File: src/hw/rtl/dlle_pkg.sv
// Shared types and codes for the doubly linked list engine.
`timescale 1ns / 1ps
package dlle_pkg;
   localparam int Capacity  = 256;
   localparam int IdxWidth  = 9;
   localparam int AddrWidth = 8;
   localparam int DataWidth = 32;
   localparam logic [IdxWidth-1:0] NullIdx = 9'd256;

   typedef enum logic [3:0] {
      OP_INS_FIRST = 4'd0, OP_INS_LAST = 4'd1, OP_CUR_FIRST = 4'd2,
      OP_CUR_LAST = 4'd3, OP_DEL_FIRST = 4'd4, OP_DEL_LAST = 4'd5,
      OP_DEL_AFTER = 4'd6, OP_DEL_BEFORE = 4'd7, OP_INS_AFTER = 4'd8,
      OP_INS_BEFORE = 4'd9, OP_WRITE = 4'd10, OP_NEXT = 4'd11,
      OP_PREV = 4'd12, OP_CLEAR = 4'd13, OP_QUERY = 4'd14, OP_SPARE = 4'd15
   } op_type;

   typedef struct packed {
      logic [3:0]         mode;
      logic signed [31:0] value;
   } req_type;

   typedef struct packed {
      logic               error;
      logic               list_empty;
      logic               cursor_active;
      logic signed [31:0] first_value;
      logic signed [31:0] last_value;
      logic signed [31:0] cursor_value;
      logic [8:0]         element_count;
   } rsp_type;

   typedef enum logic [2:0] {
      ST_IDLE, ST_RD1, ST_RD2, ST_WR, ST_OUT1, ST_OUT2, ST_OUT3, ST_DONE
   } state_type;

   // Controller commands to the datapath.
   typedef struct packed {
      logic take;     // latch request
      logic rd1;      // issue first read (cursor / end links)
      logic rd2;      // issue second read (neighbor / free link)
      logic wr;       // compute and apply the update
      logic out1;     // read first value
      logic out2;     // read last value, capture first
      logic out3;     // read cursor value, capture last
      logic done;     // build result
   } cmd_type;
endpackage

File: src/hw/rtl/dlle_ctrl.sv
// Sequencing state machine of the list engine.
`timescale 1ns / 1ps
module dlle_ctrl (
   input  logic             clock,
   input  logic             reset,
   input  logic             req_valid,
   output logic             req_stall,
   output logic             rsp_valid,
   input  logic             rsp_stall,
   output dlle_pkg::cmd_type cmd
);
   import dlle_pkg::*;
   state_type state_ff, state_in;
   logic      rsp_valid_ff, rsp_valid_in;

   always_ff @(posedge clock) begin
      if (reset) begin
         state_ff     <= ST_IDLE;
         rsp_valid_ff <= 1'b0;
      end else begin
         state_ff     <= state_in;
         rsp_valid_ff <= rsp_valid_in;
      end
   end

   always_comb begin
      state_in     = state_ff;
      rsp_valid_in = rsp_valid_ff;
      cmd          = '0;
      req_stall    = 1'b1;
      if (rsp_valid_ff && !rsp_stall) rsp_valid_in = 1'b0;
      unique case (state_ff)
         ST_IDLE: begin
            req_stall = 1'b0;
            if (req_valid) begin
               cmd.take = 1'b1;
               state_in = ST_RD1;
            end
         end
         ST_RD1: begin cmd.rd1 = 1'b1; state_in = ST_RD2; end
         ST_RD2: begin cmd.rd2 = 1'b1; state_in = ST_WR; end
         ST_WR:  begin cmd.wr = 1'b1; state_in = ST_OUT1; end
         ST_OUT1: begin cmd.out1 = 1'b1; state_in = ST_OUT2; end
         ST_OUT2: begin cmd.out2 = 1'b1; state_in = ST_OUT3; end
         ST_OUT3: begin cmd.out3 = 1'b1; state_in = ST_DONE; end
         ST_DONE: begin
            // hold until the previous item has left the output register
            if (!rsp_valid_ff || !rsp_stall) begin
               cmd.done     = 1'b1;
               rsp_valid_in = 1'b1;
               state_in     = ST_IDLE;
            end
         end
         default: state_in = ST_IDLE;
      endcase
   end
   assign rsp_valid = rsp_valid_ff;
endmodule

File: config.mk
export PLATFORM = sky130hd
export DESIGN_NAME = dlle_ctrl
export DESIGN_NICKNAME = d
export VERILOG_FILES = /design/src/hw/rtl/dlle_pkg.sv /design/src/hw/rtl/dlle_ctrl.sv
export SDC_FILE = /design/constraint.sdc
export NUM_CORES = 1
export LEC_CHECK = 0
export CORE_AREA = 5 5 42 44
export CTS_BUF_LIST = sky130_fd_sc_hd__clkbuf_4
export CTS_CLUSTER_SIZE = 10
export DETAILED_ROUTE_END_ITERATION = 12
export DIE_AREA = 0 0 47 49
export DONT_BUFFER_PORTS = 1
export PLACE_DENSITY = 0.31
export SETUP_SLACK_MARGIN = 0.3
export SKIP_LAST_GASP = 1
export SYNTH_ARGS = -nofsm -noshare
export SYNTH_HDL_FRONTEND = slang
export SYNTH_SLANG_ARGS = --single-unit
File: constraint.sdc
create_clock -name clock -period 1.7 [get_ports clock]
set_clock_uncertainty 0.05 [all_clocks]
set_input_delay 0.51 -clock clock [delete_from_list [all_inputs] [get_ports clock]]
set_output_delay 0.51 -clock clock [all_outputs]
set_load 0.03 [all_outputs]
## Word-level counts from Yosys, hierarchy flattened

Cells that the tools add are included.
W data, S select, Z words.

| word-level totals | value |
|---|---|
| register bits after elaboration | 4 |
| output and inout port bits | 10 |
| input bits | 4 |

| cells by class | value |
|---|---|
| reduce and logical (&&, ||, !) cells | 6 |
| equality and inequality tests | 9 |
| mux-type cells | 17 |

Operators with widths:

| cell | number |
|---|---|
| $pmux W3 S8 | 1 |
| $mux W1 | 14 |
| $eq A3 B3 Y1 const B | 4 |
| $eq A3 B2 Y1 const B | 2 |
| $mux W3 | 2 |
| $ne A2 B2 Y1 const B | 2 |
| $eq A3 B1 Y1 const B | 1 |
| $logic_not A3 Y1 | 1 |
| $logic_not A1 Y1 | 2 |
| $reduce_and A2 Y1 | 1 |
| $logic_and A1 B1 Y1 | 1 |
| $logic_or A1 B1 Y1 | 1 |

## Longest topological paths before layout

Gate-level depths: netlist of the first run.

| depth | value |
|---|---|
| word-level depth | 5 |
| mapped depth | 3 |

## Least setup slack after synthesis of the first run

Ideal clock, no wire load.

| path | value |
|---|---|
| kind | flip-flop to output port |
| start point | reg state_ff[0] |
| end point | out cmd[6] (netlist name) |
| data required time | 1.140 ns |
| buffers on the path | 1 |
| arrival time | 1.244 ns |
| setup slack | -0.104 ns |
| stages on the path, launching flop included | 3 |
| path through | dfxtp_1 buf_2 nor3b_1 |

RTL lines:

| element | line | source |
|---|---|---|
| start: declaration | dlle_ctrl.sv:13 | `state_type state_ff, state_in;` |
| start signal: assignment | dlle_ctrl.sv:21 | `state_ff <= state_in;` |
| end: declaration | dlle_ctrl.sv:10 | `output dlle_pkg::cmd_type cmd` |

==> impl_metrics.csv, run 1 <==
group,metric,value,unit
global_route,grt_max_degree,8,
floorplanning,initial_core_util,18.21,%
drt,route.detailed.drc,0,
worst_hold_path,min_path_cells,1,
logic_synthesis,synth.area.mux_share,0,%
floorplanning,dieArea,2303,sq um
place,placed_cells,50,
floorplanning,dieHeight,49,um
worst_hold_path,whs_endpoint,"state_ff[2]",
sta,finalCriticalPeriod,1.712,ns
sta,worst_slew_pin_slew,0.3772,ns
pwr,clkPwrFrac,33.3,%
run,cap_violations,0,
place,place_congestion,0.6294,
final_layout,syn_to_final_growth,74.02,%
clock_tree,clk_path_buf_depth,2,
final_layout,fin_cells,57,
sta,worst_slack,-0.01211,ns
final_layout,diodes,0,
logic_synthesis,syn_avg_cell_area,7.976,sq um
clock_tree,root_buffer,"clkbuf_4",
drt,avgViaCountPerCell,4.684,
pwr,p_per_area,784.7,nW/um^2
pwr,p_sw,117.5,uW
status,status,"finished, violations left",
sta,max-slew-margin-rel,74.83,%
critical_path,cp_max_fo,4,
final_layout,drive_above_1_share,73.17,%
final_layout,layout_common_cells,"7 x buf_4, 4 x nor2_4, 3 x clkbuf_4, 3 x dfxtp_4",
sta,fmaxAchievable,584.1,MHz
logic_synthesis,synthCells,32,
sta,setup_violations,1,
sta,tns,-0.01211,ns
final_layout,final-seq-area,91.34,sq um
floorplanning,core_region_area,1401,sq um
floorplanning,pin_count,14,
final_layout,final_common_cell,"buf_4",
clock_tree,cts-hold-fix-buffers,0,
pwr,p_int,231.1,uW
clock_tree,clkLatencyLatePin,0.23,ns
sta,layout_worst_path_cycle_share,100.7,%
pwr,peakVddDrop,0.3037,mV
critical_path,arrival,1.15,ns
sta,fin_hold_ws,0.2788,ns
final_layout,multi_input_area,225.2,sq um
logic_synthesis,synth_xor_area_share,0,%
clock_tree,clock_sinks,4,
global_route,grt_pass1_wl,1.152,mm
pwr,seq_power_share,30.1,%
global_route,gr-total-overflow,0,
clock_tree,numCtsBuffers,3,
critical_path,rrSetupSlack,0.57,ns
pwr,switching_share,33.71,%
critical_path,r2r-end,"state_ff[2]",
logic_synthesis,synth_fa_ha_area_share,0,%
drt,vias,267,
critical_path,r2r_cells,4,
clock_tree,tritoncts,"yes",
status,violations,"setup timing",
critical_path,crit_path_start_kind,"register",
sta,rsz0062_at_grt,"true",
place,place_hpwl,529,um
logic_synthesis,synth-seq-cells,4,
final_layout,num-fill-cells,159,
critical_path,reg2reg_from,"state_ff[1]",
clock_tree,htree_levels,1,
critical_path,critPathCaptureType,"output pin",
logic_synthesis,syn-num-nets,36,
worst_hold_path,worst_hold_path_type,"input port to register",
place,dpl_worst_slack,0.1354,ns
pwr,comb_power_share,36.6,%
drt,postRouteAntennaNets,0,
place,port_buffers,0,
worst_hold_path,min_from,"reset",
logic_synthesis,synthSimpleGateAreaFrac,34.80,%
sta,drv_slew,0,
final_layout,layout.nets,47,
critical_path,critPathKind,"register to output pin",
drt,wl_per_cell,12.00,um
logic_synthesis,synth_top_family_by_area,"simple AND/OR/NAND/NOR gates",
floorplanning,die_width,47,um
logic_synthesis,syn-cell-area,255.2,sq um
logic_synthesis,ys_seq_area_share,31.37,%
clock_tree,clk_pin_slew_worst_paths,0.04,ns
sta,final-hold-violation-count,0,
logic_synthesis,yosys_warnings,0,
drt,drt_iter0_markers,2,
drt,wl,684,um
drt,dr.pass1.iters,2,
global_route,antenna_found_initial,0,
logic_synthesis,synth.distinct_cells,20,
pwr,leakage,0.0001601,uW
global_route,grt_usage,7.465,%
logic_synthesis,synth_compound_area_share,21.57,%
critical_path,cp.required,1.14,ns
global_route,grt_pass1_vias,269,
floorplanning,rows,14,
==> Yosys cell counts, drive strengths merged <==
library cell | instances | area share [%]
a211oi | 1 | 4.9
nand2 | 2 | 2.9
nor3b | 1 | 2.9
nand3 | 2 | 3.9
buf | 3 | 9.3
o21bai | 2 | 5.9
nor3 | 1 | 2.0
nor2 | 4 | 6.9
or3 | 1 | 4.4
nand2b | 1 | 2.5
a21oi | 3 | 5.9
and3 | 2 | 6.9
dfxtp | 4 | 31
nand4 | 1 | 2.5
inv | 2 | 2.9
a31oi | 2 | 4.9
==> power groups by stage <==
stage          clock network, uW  registers [uW]  logic [uW]
2_1_floorplan                  0             106        96.8
6_report                     116             105         128
3_5_place_dp                   0             116         101
5_1_grt                      133             106         137
4_1_cts                      126             105         127
3_3_place_gp                   0             116         101
==> routing by layer <==
| layer | GRT usage, % | up-vias | part of all wire, % |
|---|---|---|---|
| met4 | 8.295 | 0 | 1.5 |
| met5 | 0 | - | 0 |
| met1 | 9.011 | 120 | 42 |
| li1 | - | 134 | - |
| met3 | 3.690 | 2 | 14 |
| met2 | 8.371 | 11 | 42 |
==> worst max-delay path: stages (launching register included) <==
cell and delay, ns:
dfxtp_4 0.34, or3_4 0.38, nor2_4 0.20
==> stage by stage <==
step,area [sq um],total power [uW],utilization [%]
after detailed placement,360.3,216.7,25.71
after floorplan,330.3,203.2,-
final,444.2,348.5,31.70
after global placement,360.3,217.0,25.71
after CTS,437.9,357.9,31.25
after global routing,444.2,375.5,31.70
==> worst max-delay path by stage <==
stage	startpoint	to	slack, ns	depth (start not counted)
floorplan	state_ff[0]	cmd[7]	0.19	2
finish	state_ff[2]	cmd[7]	-0.01	2
global placement	state_ff[0]	cmd[7]	0.14	2
detailed placement	state_ff[0]	cmd[7]	0.14	2
CTS	state_ff[2]	cmd[7]	-0.05	2
global route	state_ff[2]	cmd[7]	-0.04	2
==> registers in the layout, indices dropped and copies added (netlist names) <==
name and count:
state_ff 3, rsp_valid 1
==> final cells by class <==
| cell class | count | share of cell area (%) |
|---|---|---|
| multi-input combinational | 23 | 50.70 |
| sequential | 4 | 20.56 |
| timing repair buffer | 9 | 16.90 |
| clock buffer | 3 | 5.070 |
| tap | 16 | 4.507 |
| inverter | 2 | 2.254 |
==> kinds of logic after synthesis <==
family                 after synthesis
AO/OA/AOI/OAI                        8
buffers and inverters                5
flip-flops                           4
AND/OR/NAND/NOR                     15
==> timing repair <==
action,in CTS,in global routing
pin swaps,7,3
resized for setup,9,2
setup buffers,4,0
endpoints found under the setup margin,9,9
endpoints found under the hold margin,0,0
Power figures use the tool's default switching activity.
==> run 2, diff against run 1 <==
CELL_PAD_IN_SITES_DETAIL_PLACEMENT = 2   (was default)
CELL_PAD_IN_SITES_GLOBAL_PLACEMENT = 2   (was default)
PLACE_DENSITY = 0.49   (was 0.31)
==> run 2 against run 1 <==
Against the previous run: sequential share of layout area shrank 1.7 points; critical path type unchanged; wire length grew 44%; fmax shrank 0.54%; final area grew 7.6%; register-to-register slack gained 0.04 ns; cell count grew 5.3%; worst setup slack lost 0.0093 ns; clock power grew 6%; largest cell class unchanged; combinational power grew 8%; the run still ends with setup timing left.
==> impl_metrics.csv, run 2 (synthesis gave the netlist of run 1 again) <==
group,metric,value,unit
worst_hold_path,worst_hold_path_type,"input port to register",
clock_tree,clkLatencyLatePin,0.24,ns
global_route,grt_usage,9.768,%
sta,final-hold-violation-count,0,
status,status,"finished, violations left",
clock_tree,clock_sinks,4,
drt,wl_per_cell,16.47,um
sta,setup_violations,2,
pwr,p_per_area,774.6,nW/um^2
pwr,switching_share,35.74,%
pwr,leakage,0.0001764,uW
clock_tree,root_buffer,"clkbuf_4",
pwr,peakVddDrop,0.4340,mV
drt,postRouteAntennaNets,0,
drt,avgViaCountPerCell,4.783,
drt,wl,988,um
place,port_buffers,0,
final_layout,diodes,0,
floorplanning,pin_count,14,
drt,drt_iter0_markers,1,
pwr,seq_power_share,29.5,%
drt,vias,287,
sta,worst_slack,-0.02146,ns
final_layout,multi_input_area,232.7,sq um
floorplanning,rows,14,
critical_path,critPathCaptureType,"output pin",
global_route,grt_max_degree,6,
final_layout,layout_common_cells,"8 x buf_4, 4 x nor2_4, 4 x buf_6",
pwr,comb_power_share,37.2,%
sta,rsz0062_at_grt,"true",
clock_tree,htree_levels,1,
final_layout,largest-register,"state_ff",
global_route,grt_pass1_vias,339,
floorplanning,dieArea,2303,sq um
final_layout,drive_above_1_share,77.27,%
floorplanning,dieHeight,49,um
clock_tree,clk_pin_slew_worst_paths,0.04,ns
sta,finalCriticalPeriod,1.721,ns
pwr,p_sw,132.3,uW
final_layout,num-fill-cells,163,
sta,worst_slew_pin_slew,0.3870,ns
pwr,p_total,370.3,uW
pwr,clkPwrFrac,33.2,%
floorplanning,die_width,47,um
place,place_congestion,0.6963,
critical_path,arrival,1.16,ns
final_layout,largest_register_ffs,3,
global_route,gr-total-overflow,0,
floorplanning,initial_core_util,18.21,%
drt,route.detailed.drc,0,
place,dpl_cell_area,360.3,sq um
drt,dr.pass1.iters,4,
place,place_hpwl,711.3,um
sta,layout_worst_path_cycle_share,101.3,%
critical_path,cp.required,1.14,ns
pwr,p_int,237.9,uW
final_layout,final-seq-area,90.09,sq um
critical_path,critPathKind,"register to output pin",
floorplanning,core_region_area,1401,sq um
global_route,antenna_found_initial,0,
clock_tree,tritoncts,"yes",
final_layout,syn_to_final_growth,87.25,%
run,cap_violations,0,
final_layout,final_area,478.0,sq um
critical_path,cp_max_fo,4,
clock_tree,numCtsBuffers,3,
clock_tree,cts-hold-fix-buffers,0,
sta,fmaxAchievable,580.9,MHz
critical_path,crit_path_start_kind,"register",
final_layout,layout.nets,50,
clock_tree,clk_path_buf_depth,2,
status,violations,"setup timing",
final_layout,final_common_cell,"buf_4",
sta,max-slew-margin-rel,74.17,%
global_route,grt_pass1_wl,1.566,mm
sta,drv_slew,0,
==> run 2: cell count changes in the layout (fill, tap and decap cells not counted), sizes merged <==
cell / previous run / this run
buf: 9 / 12
==> run 2: final timing paths <==
check | start | endpoint | slack, ns | cells after the start
setup reg to reg | state_ff[2] | state_ff[2] | 0.61 | 4
hold / removal | reset | state_ff[2] | 0.28 | 1
setup / recovery | state_ff[0] | cmd[7] | -0.02 | 2
hold reg to reg | rsp_valid | rsp_valid | 0.50 | 2
==> run 2: power groups by stage <==
stage | logic, uW | clock network, uW | registers, uW
floorplan | 96.8 | 0 | 106
finish | 138 | 123 | 109
detailed placement | 99.5 | 0 | 119
global route | 145 | 139 | 110
CTS | 132 | 127 | 109
global placement | 96.5 | 0 | 118
==> run 2: layout make-up <==
type                    instances  share of cell area [%]
clock buffers                   3                   4.712
inverters                       2                   1.571
multi-input cells              23                   48.69
flip-flops and latches          4                   18.85
well taps                      16                   4.188
repair buffers                 12                   21.99
==> run 2: timing repair <==
action | in CTS | in global routing
setup buffers | 6 | 1
pin swaps | 5 | 2
setup endpoints to repair | 10 | 9
gates resized for setup | 10 | 3
==> run 2: through the flow <==
step	instances	setup WS [ns]	TNS [ns]	utilization [%]	hold WS, ns
floorplan	32	0.1889	0	-	0.5246
global placement	50	0.1727	0	25.71	0.4878
detailed placement	50	0.1480	0	25.71	0.5280
CTS	59	-0.05612	-0.06937	32.41	0.2758
global route	60	-0.05528	-0.1367	34.11	0.2641
finish	60	-0.02146	-0.02566	34.11	0.2800
==> run 2: layer usage <==
layer | track usage (%) | routed length (um) | up-vias
met2 | 16.52 | 563 | 7
met5 | 0 | 0 | -
met1 | 9.170 | 350 | 140
li1 | - | - | 138
met4 | 4.147 | 11 | 0
met3 | 5.535 | 63 | 2
==> run 2: critical path, stage by stage (launching register included) <==
cell     delay (ns)
dfxtp_4        0.34
or3_4          0.38
nor2_4         0.20
==> run 3, diff against run 2 <==
clock period = 2.01 ns   (was 1.7 ns; I/O delays follow)
==> run 3 against run 2 <==
Against the previous run: the flow now finishes without violations; via count fell by 5.6%; sequential power fell by 16%; first-iteration DRC count fell by 100%; sequential cell count did not move; final area fell by 18%; largest cell class unchanged.
==> impl_metrics.csv, run 3 (synthesis gave the netlist of run 1 again) <==
group,metric,value,unit
status,status,"completed",
global_route,grt_pass1_vias,311,
place,dpl_worst_slack,0.3602,ns
sta,layout_worst_path_cycle_share,90.02,%
drt,drt_iter0_markers,0,
critical_path,reg2reg_from,"rsp_valid",
pwr,p_per_area,727.5,nW/um^2
sta,drv_slew,0,
final_layout,fin_util,28.04,%
final_layout,diodes,0,
drt,dr.pass1.iters,1,
floorplanning,dieArea,2303,sq um
final_layout,layout.nets,47,
critical_path,r2r-end,"state_ff[2]",
pwr,peakVddDrop,0.2994,mV
final_layout,final_common_cell,"buf_4",
pwr,leakage,0.0001605,uW
sta,max-slew-margin-rel,66.97,%
global_route,grt_pass1_wl,1.421,mm
drt,wl_per_cell,13.79,um
clock_tree,numCtsBuffers,3,
final_layout,final-seq-area,85.08,sq um
worst_hold_path,whs_endpoint,"state_ff[0]",
critical_path,crit_family,"simple AND/OR/NAND/NOR gates",
place,place_congestion,0.6275,
critical_path,cp.required,1.36,ns
clock_tree,clkLatencyLatePin,0.24,ns
final_layout,num-fill-cells,170,
clock_tree,tritoncts,"yes",
sta,worst_slack,0.2005,ns
critical_path,critical_path.slowest_cell,"or3_4",
sta,tns,0,ns
global_route,grt_max_degree,11,
critical_path,arrival,1.16,ns
drt,avgViaCountPerCell,4.754,
clock_tree,postCtsSetupBuffers,0,
clock_tree,clock_sinks,4,
drt,postRouteAntennaNets,0,
worst_hold_path,min_path_cells,1,
floorplanning,rows,14,
clock_tree,htree_levels,1,
critical_path,critPathCaptureType,"output pin",
critical_path,path_cells,"or3_4, nor2_4",
critical_path,rrSetupSlack,0.88,ns
drt,route.detailed.drc,0,
worst_hold_path,worst_hold_path_type,"input port to register",
final_layout,syn_to_final_growth,53.92,%
clock_tree,clk_pin_slew_worst_paths,0.04,ns
worst_hold_path,min_from,"reset",
run,cap_violations,0,
critical_path,timing.critical_path.buf_inv,0,
global_route,gr-total-overflow,0,
floorplanning,core_region_area,1401,sq um
final_layout,layout_common_cells,"7 x buf_4, 3 x nor2_1, 3 x clkbuf_4",
critical_path,r2r_cells,2,
final_layout,largest_register_ffs,3,
critical_path,crit_path_start_kind,"register",
critical_path,slowest_delay,0.40,ns
final_layout,multi_input_area,182.7,sq um
final_layout,drive_above_1_share,56.10,%
floorplanning,pin_count,14,
floorplanning,dieHeight,49,um
final_layout,largest-register,"state_ff",
sta,finalCriticalPeriod,1.809,ns
floorplanning,die_width,47,um
drt,vias,271,
global_route,grt_usage,9.148,%
sta,rsz0062_at_grt,"true",
critical_path,critPathKind,"register to output pin",
sta,fin_hold_ws,0.3695,ns
critical_path,cp_max_fo,3,
place,port_buffers,0,
place,place_hpwl,611,um
clock_tree,clk_path_buf_depth,2,
sta,worst_slew_pin_slew,0.4948,ns
sta,final-hold-violation-count,0,
clock_tree,root_buffer,"clkbuf_4",
floorplanning,initial_core_util,18.21,%
drt,wl,786,um
sta,setup_violations,0,
global_route,antenna_found_initial,0,
sta,fmaxAchievable,552.6,MHz
[run 3: changes by cell type in the layout (fill, tap and decap cells not counted), sizes merged]
| cell | delta |
|---|---|
| buf | -3 |
[run 3: routing by layer]
metal  share of wire (%)  vias to the layer above  track usage, %
met5                   0                        -               0
met4                   0                        0           9.677
met3                 6.7                        0           4.428
met2                  55                        9           12.67
met1                  39                      133           8.991
li1                    -                      129               -
[run 3: layout make-up]
| cell class | count | share of cell area [%] |
|---|---|---|
| Clock buffer | 3 | 5.732 |
| Sequential cell | 4 | 21.66 |
| Tap cell | 16 | 5.096 |
| Timing Repair Buffer | 9 | 19.11 |
| Inverter | 2 | 1.911 |
| Multi-Input combinational cell | 23 | 46.50 |
[run 3: worst max path at each step]
stage	from	end	slack, ns	cells past startpoint
2_1_floorplan	state_ff[0]	cmd[7]	0.32	2
3_3_place_gp	state_ff[0]	cmd[7]	0.38	2
3_5_place_dp	state_ff[0]	cmd[7]	0.36	2
4_1_cts	state_ff[0]	cmd[7]	0.17	2
5_1_grt	state_ff[0]	cmd[7]	0.15	2
6_report	state_ff[0]	cmd[7]	0.20	2
[run 3: report_power, final]
group / internal [uW] / switching (uW)
Sequential: 85.6 / 5.93
Combinational: 37.0 / 53.4
Clock: 67.1 / 36.9
Total: 190 / 96.2
[run 3: metrics by stage]
step | power [uW] | cell area (sq um) | cells
finish | 285.8 | 392.9 | 57
global route | 312.3 | 392.9 | 57
CTS | 294.3 | 385.4 | 57
detailed placement | 176.0 | 332.8 | 54
global placement | 174.5 | 332.8 | 54
floorplan | 153.4 | 269.0 | 32
[run 3: worst register-to-register path: stages (launching register included)]
cell and delay [ns]:
dfxtp_1 0.62, nand2_1 0.18, a211oi_2 0.21
[run 3: what timing repair did]
item,CTS,global route
hold buffers,0,0
gates resized for setup,7,3
setup endpoints to repair,9,9
